$ cat src/sv/dctqz_pkg.sv
// dctqz_pkg: shared types, tables and the cosine helper for the 8x8 dct quantizer
// used by the controller, the datapath and the top level; no dependencies
`timescale 1ns / 1ps

package dctqz_pkg;

    localparam int COS_W_MAX = 18;

    localparam logic [16:0] COS_Q16 [0:8] = '{
        17'd65536, 17'd64277, 17'd60547, 17'd54491, 17'd46341,
        17'd36410, 17'd25080, 17'd12785, 17'd0
    };

    localparam logic [7:0] BASE_LUMA [0:63] = '{
        8'd16, 8'd11, 8'd10, 8'd16, 8'd24, 8'd40, 8'd51, 8'd61,
        8'd12, 8'd12, 8'd14, 8'd19, 8'd26, 8'd58, 8'd60, 8'd55,
        8'd14, 8'd13, 8'd16, 8'd24, 8'd40, 8'd57, 8'd69, 8'd56,
        8'd14, 8'd17, 8'd22, 8'd29, 8'd51, 8'd87, 8'd80, 8'd62,
        8'd18, 8'd22, 8'd37, 8'd56, 8'd68, 8'd109, 8'd103, 8'd77,
        8'd24, 8'd35, 8'd55, 8'd64, 8'd81, 8'd104, 8'd113, 8'd92,
        8'd49, 8'd64, 8'd78, 8'd87, 8'd103, 8'd121, 8'd120, 8'd101,
        8'd72, 8'd92, 8'd95, 8'd98, 8'd112, 8'd100, 8'd103, 8'd99
    };

    localparam logic [7:0] BASE_CHROMA [0:63] = '{
        8'd17, 8'd18, 8'd24, 8'd47, 8'd99, 8'd99, 8'd99, 8'd99,
        8'd18, 8'd21, 8'd26, 8'd66, 8'd99, 8'd99, 8'd99, 8'd99,
        8'd24, 8'd26, 8'd56, 8'd99, 8'd99, 8'd99, 8'd99, 8'd99,
        8'd47, 8'd66, 8'd99, 8'd99, 8'd99, 8'd99, 8'd99, 8'd99,
        8'd99, 8'd99, 8'd99, 8'd99, 8'd99, 8'd99, 8'd99, 8'd99,
        8'd99, 8'd99, 8'd99, 8'd99, 8'd99, 8'd99, 8'd99, 8'd99,
        8'd99, 8'd99, 8'd99, 8'd99, 8'd99, 8'd99, 8'd99, 8'd99,
        8'd99, 8'd99, 8'd99, 8'd99, 8'd99, 8'd99, 8'd99, 8'd99
    };

    localparam logic [5:0] ZIGZAG [0:63] = '{
        6'd0, 6'd1, 6'd8, 6'd16, 6'd9, 6'd2, 6'd3, 6'd10,
        6'd17, 6'd24, 6'd32, 6'd25, 6'd18, 6'd11, 6'd4, 6'd5,
        6'd12, 6'd19, 6'd26, 6'd33, 6'd40, 6'd48, 6'd41, 6'd34,
        6'd27, 6'd20, 6'd13, 6'd6, 6'd7, 6'd14, 6'd21, 6'd28,
        6'd35, 6'd42, 6'd49, 6'd56, 6'd57, 6'd50, 6'd43, 6'd36,
        6'd29, 6'd22, 6'd15, 6'd23, 6'd30, 6'd37, 6'd44, 6'd51,
        6'd58, 6'd59, 6'd52, 6'd45, 6'd38, 6'd31, 6'd39, 6'd46,
        6'd53, 6'd60, 6'd61, 6'd54, 6'd47, 6'd55, 6'd62, 6'd63
    };

    localparam logic       REG_QUALITY   = 1'b0;
    localparam logic [6:0] QUALITY_RESET = 7'd50;

    typedef struct packed {
        logic       smp_wr;
        logic [5:0] smp_addr;
        logic       chroma_ld;
        logic       mac_issue;
        logic       mac_first;
        logic       pass_col;
        logic [2:0] i;
        logic [2:0] j;
        logic [2:0] k;
        logic       row_wr;
        logic       scale;
        logic       round;
        logic       div_start;
        logic       div_coef;
        logic       coef_wr;
        logic       out_rd;
        logic       out_ld;
    } t_cmd;

    typedef struct packed {
        logic div_busy;
        logic out_busy;
    } t_sts;

    // signed cosine of (2p+1)*f*pi/16 at frac_bits fraction bits
    function automatic logic signed [COS_W_MAX-1:0] cos_coef(
        input logic [2:0] f,
        input logic [2:0] p,
        input int         frac_bits
    );
        logic [6:0] prod;
        logic [4:0] m;
        logic [3:0] k;
        logic       neg;
        int         mag;
        prod = 7'({p, 1'b1}) * 7'(f);
        m    = prod[4:0];
        if (m <= 5'd8) begin
            k   = m[3:0];
            neg = 1'b0;
        end else if (m <= 5'd16) begin
            k   = 4'(5'd16 - m);
            neg = 1'b1;
        end else if (m <= 5'd24) begin
            k   = 4'(m - 5'd16);
            neg = 1'b1;
        end else begin
            k   = 4'(6'd32 - {1'b0, m});
            neg = 1'b0;
        end
        mag = (int'(COS_Q16[k]) + ((1 << (16 - frac_bits)) >> 1)) >>> (16 - frac_bits);
        return neg ? COS_W_MAX'(-mag) : COS_W_MAX'(mag);
    endfunction

endpackage

$ cat src/sv/dctqz_ctrl.sv
// dctqz_ctrl: sequencer for sample intake, row pass, column pass with
// quantizing, and zigzag readout; depends on dctqz_pkg
`timescale 1ns / 1ps

module dctqz_ctrl (
    input  logic            i_clk,
    input  logic            i_rst_n,
    input  logic            i_in_valid,
    output logic            o_in_ready,
    input  dctqz_pkg::t_sts i_sts,
    output dctqz_pkg::t_cmd o_cmd
);
    import dctqz_pkg::*;

    localparam logic [3:0] S_IDLE     = 4'd0;
    localparam logic [3:0] S_ROW_MAC  = 4'd1;
    localparam logic [3:0] S_ROW_WAIT = 4'd2;
    localparam logic [3:0] S_ROW_WR   = 4'd3;
    localparam logic [3:0] S_COL_MAC  = 4'd4;
    localparam logic [3:0] S_COL_WAIT = 4'd5;
    localparam logic [3:0] S_COL_SCL  = 4'd6;
    localparam logic [3:0] S_COL_RND  = 4'd7;
    localparam logic [3:0] S_QE_WAIT  = 4'd8;
    localparam logic [3:0] S_CF_START = 4'd9;
    localparam logic [3:0] S_CF_WAIT  = 4'd10;
    localparam logic [3:0] S_COL_WR   = 4'd11;
    localparam logic [3:0] S_OUT_RD   = 4'd12;
    localparam logic [3:0] S_OUT_LD   = 4'd13;
    localparam logic [3:0] S_OUT_WT   = 4'd14;

    logic [3:0] r_state, n_state;
    logic [2:0] r_i, n_i;
    logic [2:0] r_j, n_j;
    logic [2:0] r_k, n_k;
    logic [5:0] r_count, n_count;
    logic       in_acc;
    logic       out_phase;

    assign out_phase  = (r_state == S_OUT_RD) || (r_state == S_OUT_LD) ||
                        (r_state == S_OUT_WT);
    assign o_in_ready = (r_state == S_IDLE) || (out_phase && (r_count != 6'd63));
    assign in_acc     = i_in_valid && o_in_ready;

    always_ff @(posedge i_clk) begin
        if (!i_rst_n) begin
            r_state <= S_IDLE;
            r_i     <= '0;
            r_j     <= '0;
            r_k     <= '0;
            r_count <= '0;
        end else begin
            r_state <= n_state;
            r_i     <= n_i;
            r_j     <= n_j;
            r_k     <= n_k;
            r_count <= n_count;
        end
    end

    always_comb begin
        n_state = r_state;
        n_i     = r_i;
        n_j     = r_j;
        n_k     = r_k;
        n_count = in_acc ? r_count + 6'd1 : r_count;
        case (r_state)
            S_IDLE: begin
                if (in_acc && (r_count == 6'd63)) begin
                    n_state = S_ROW_MAC;
                    n_i     = '0;
                    n_j     = '0;
                    n_k     = '0;
                end
            end
            S_ROW_MAC, S_COL_MAC: begin
                n_k = r_k + 3'd1;
                if (r_k == 3'd7) begin
                    n_state = (r_state == S_ROW_MAC) ? S_ROW_WAIT : S_COL_WAIT;
                end
            end
            S_ROW_WAIT, S_COL_WAIT: begin
                n_k = r_k + 3'd1;
                if (r_k == 3'd1) begin
                    n_k     = '0;
                    n_state = (r_state == S_ROW_WAIT) ? S_ROW_WR : S_COL_SCL;
                end
            end
            S_ROW_WR: begin
                n_j     = r_j + 3'd1;
                n_state = S_ROW_MAC;
                if (r_j == 3'd7) begin
                    n_i = r_i + 3'd1;
                    if (r_i == 3'd7) begin
                        n_state = S_COL_MAC;
                    end
                end
            end
            S_COL_SCL:  n_state = S_COL_RND;
            S_COL_RND:  n_state = S_QE_WAIT;
            S_QE_WAIT: begin
                if (!i_sts.div_busy) begin
                    n_state = S_CF_START;
                end
            end
            S_CF_START: n_state = S_CF_WAIT;
            S_CF_WAIT: begin
                if (!i_sts.div_busy) begin
                    n_state = S_COL_WR;
                end
            end
            S_COL_WR: begin
                n_j     = r_j + 3'd1;
                n_state = S_COL_MAC;
                if (r_j == 3'd7) begin
                    n_i = r_i + 3'd1;
                    if (r_i == 3'd7) begin
                        n_state = S_OUT_RD;
                    end
                end
            end
            S_OUT_RD:   n_state = S_OUT_LD;
            S_OUT_LD:   n_state = S_OUT_WT;
            S_OUT_WT: begin
                if (!i_sts.out_busy) begin
                    {n_i, n_j} = {r_i, r_j} + 6'd1;
                    n_state    = ({r_i, r_j} == 6'd63) ? S_IDLE : S_OUT_RD;
                end
            end
            default: n_state = S_IDLE;
        endcase
    end

    always_comb begin
        o_cmd           = '0;
        o_cmd.smp_wr    = in_acc;
        o_cmd.smp_addr  = r_count;
        o_cmd.chroma_ld = in_acc && (r_count == 6'd63);
        o_cmd.i         = r_i;
        o_cmd.j         = r_j;
        o_cmd.k         = r_k;
        o_cmd.mac_issue = (r_state == S_ROW_MAC) || (r_state == S_COL_MAC);
        o_cmd.mac_first = r_k == 3'd0;
        o_cmd.pass_col  = r_state == S_COL_MAC;
        o_cmd.row_wr    = r_state == S_ROW_WR;
        o_cmd.scale     = r_state == S_COL_SCL;
        o_cmd.round     = r_state == S_COL_RND;
        o_cmd.div_start = (r_state == S_COL_RND) || (r_state == S_CF_START);
        o_cmd.div_coef  = r_state == S_CF_START;
        o_cmd.coef_wr   = r_state == S_COL_WR;
        o_cmd.out_rd    = r_state == S_OUT_RD;
        o_cmd.out_ld    = r_state == S_OUT_LD;
    end
endmodule
$ cat config.mk
export PLATFORM = sky130hd
export DESIGN_NAME = dctqz_ctrl
export DESIGN_NICKNAME = d
export VERILOG_FILES = /design/src/sv/dctqz_pkg.sv /design/src/sv/dctqz_ctrl.sv
export SDC_FILE = /design/constraint.sdc
export NUM_CORES = 1
export LEC_CHECK = 0
export BUFFER_PORTS_ARGS = -buffer_cell sky130_fd_sc_hd__buf_2
export CORE_MARGIN = 2
export CORE_UTILIZATION = 59
export CTS_BUF_LIST = sky130_fd_sc_hd__clkbuf_4
export DETAILED_ROUTE_END_ITERATION = 8
export PLACE_DENSITY = 0.88
export SYNTH_ARGS = -nofsm -noshare
export SYNTH_HDL_FRONTEND = slang
export SYNTH_SLANG_ARGS = --single-unit
$ cat constraint.sdc
create_clock -name i_clk -period 3.5 [get_ports i_clk]
set_input_delay 0.175 -clock i_clk [delete_from_list [all_inputs] [get_ports i_clk]]
set_output_delay 0.175 -clock i_clk [all_outputs]
set_load 0.01 [all_outputs]
==> flow_metrics.tcl <==
set metrics [dict create \
    vias 1322 \
    synth_area_leaders "dfxtp_1 27%, ha_1 8.1%, a21oi_1 4.3%, nand2_1 3.2%, nor2_1 3.0%" \
    grt_pass1_vias 1124 \
    drv_slew 0 \
    crit_path_max_fanout 20 \
    clk-insertion-delay-late_ns 0.30 \
    antenna_left 0 \
    drt-total-wl_um 3250 \
    synth.most_common_cell "dfxtp_1" \
    crit_family "compound AO/OA/AOI/OAI gates" \
    dp_cells 215 \
    cts_hold_buf 0 \
    area.growth.synth_to_final_pct 11.6 \
    leakagePower_nw 0.717 \
    synthCells 165 \
    hold_class "primary input to flop" \
    yosys.area_share.simple_pct 27.9 \
    dieWidth_um 52.7 \
    rrSetupSlack_ns 1.30 \
    htreeDepth 1 \
    syn_area_mm2 0.00140 \
    dr.pass1.iters 5 \
    path_class "flop to flop" \
    path_cells "nor4_4, and3_1, o31ai_1, a21oi_1, o221a_2" \
    synth_ff_type "dfxtp_1" \
    finClkSkew_ns 0.00482 \
    dpl.hpwl_um 2480 \
    initial_core_util_pct 62.6 \
    fin_crit_ns 2.20 \
    hold_slack_ns 0.212 \
    clk_root_buffer_cell "clkbuf_4" \
    synthAdderAreaFrac_pct 8.06 \
    power_density_mw_per_mm2 234 \
    worst-path-stages 5 \
    finalHoldViolations 0 \
    tightest_slew_ns 0.754 \
    r2r_start "r_state[2]" \
    overflow 0 \
    drive_gt1_share_pct 24.6 \
    totalPowerFinal_w 0.000366 \
    tritoncts "yes" \
    worst_path_max_delay_cell "dfxtp_1" \
    finalSetupViolCount 0 \
    drcViolationCount 0 \
    rsz0062_at_grt "false" \
    cp-start-kind "flop" \
    fmax_mhz 454 \
    max_slew_margin_pct 49.1 \
    synthXorXnorAreaFrac_pct 2.51 \
    max_stage_delay_ns 0.76 \
    via_per_inst 6.04 \
    cts_made_buffers 3 \
    cp-endpoint "r_i[0]" \
    outcome "finished, final reports clean" \
    crit_arrival_ns 2.41 \
    synth_nets 179 \
    fin_nets 206 \
    nFillCells 194 \
    yosysWarningCount 0 \
    max_cap_viol_count 0 \
    rows 17 \
    synth_seq_cells 19 \
    async_reset_ff_share_pct 0 \
    finalCritPeriodShare_pct 62.9 \
    synth_compound_area_share_pct 25.1 \
    ys_seq_area_share_pct 27.2 \
    grt_first_pass_wirelength_um 5100 \
    synth-edff-count 0 \
    cts_sinks 19 \
    io_buffer_count 33 \
    drtIter0Drc 48 \
    grt.total_usage_pct 24.7 \
    ys_top_cells_by_count "19 x dfxtp_1, 12 x a21oi_1, 12 x nand2_1" \
    place.gp.congestion 0.914 \
    irDropWorstVdd_uv 241 \
    fin_setup_tns_ns 0 \
    antenna_found_initial 0 \
    fin_cells 219 \
    cp.required_ns 3.70 \
    synthDominantCellAreaShare_pct 27.2 \
    dieHeight_um 52.7 \
    ioPinCount 34 \
    core_mm2 0.00223 \
    cts_resized 0 \
    die_area_mm2 0.00277 \
    synth_top_family_by_area "simple AND/OR/NAND/NOR gates" \
    antennaDiodeCount 0 \
    syn-mean-instance-area_um2 8.47 \
    crit_start "r_state[2]" \
    grt_max_degree 21 \
    yosys.area.top_type "dfxtp_1" \
    worstRegToRegCells 5 \
    endpoint_kind "flop" \
    post-cts-setup-buffers 0 \
    r2r_end "r_i[0]" \
    muxShareOfSynthArea_pct 2.24 \
    cp_num_buf_inv 0 \
    synth_cell_type_count 58 \
    cts_buffer_depth 2 \
    path_clk_slew_ns 0.11 \
    avgRoutedWirePerCell_um 14.8 \
]
area by class of cell:
type                       instances  area (um2)  area share [%]
sequential                        19         380            24.4
multi-input combinational        127         920            58.9
inverter                           8        30.0            1.92
timing repair buffer              33         165            10.6
tap                               28        35.0            2.25
clock buffer                       4        30.0            1.92
layout by cell type, fill, tap and decap left out, drive strengths merged, types with 4 or more instances in the layout:
| cell | n |
|---|---|
| nand2 | 13 |
| ha | 9 |
| buf | 33 |
| nand2b | 4 |
| nor2b | 5 |
| clkbuf | 4 |
| o21ai | 5 |
| nand3 | 7 |
| inv | 8 |
| nor2 | 11 |
| a21oi | 12 |
| dfxtp | 19 |
| or3 | 5 |
kinds of logic (layout without fill, tap and decap cells):
group,count (synthesis),after routing
DFF,19,19
AOI/OAI and AO/OA,45,45
buffers and inverters,19,45
muxes,3,3
adders and majority gates,9,9
xor gates and xnor gates,4,4
and+or+nand+nor,66,66
worst min-delay path by stage:
| stage | depth (start not counted) | startpoint | slack (ns) | end |
|---|---|---|---|---|
| after floorplan | 2 | i_rst_n | 0.34 | r_state[1] |
| after global placement | 2 | r_count[3] | 0.49 | r_count[3] |
| after detailed placement | 2 | r_count[3] | 0.51 | r_count[3] |
| after CTS | 2 | i_rst_n | 0.21 | r_k[0] |
| after global routing | 2 | i_rst_n | 0.22 | r_k[0] |
| final | 2 | i_rst_n | 0.21 | r_k[0] |
sequential cells by signal, indices dropped and copies added (netlist names):
register / cells
r_i: 3
r_k: 3
r_state: 4
r_j: 3
r_count: 6
power breakdown:
| group | switching (W) | internal, W | leakage (nW) | total (W) |
|---|---|---|---|---|
| Combinational | 0.0000124 | 0.00000849 | 0.545 | 0.0000209 |
| Clock | 0.0000710 | 0.0000522 | 0.0184 | 0.000123 |
| Sequential | 0.00000282 | 0.000219 | 0.153 | 0.000221 |
| Total | 0.0000863 | 0.000279 | 0.717 | 0.000366 |
per-stage QoR:
step	cell area (um2)	worst slack (ns)	util, %
global route	1560	1.15	69.9
floorplan	1400	1.57	-
finish	1560	1.30	69.9
detailed placement	1530	1.33	68.5
global placement	1530	1.41	68.5
CTS	1560	1.33	69.9
routing by layer:
metal	part of all wire [%]	track usage, %
met2	47	41.9
met1	45	33.2
met3	6.6	3.43
met5	0	0
met4	1.5	5.13
Power figures use the tool's default switching activity.
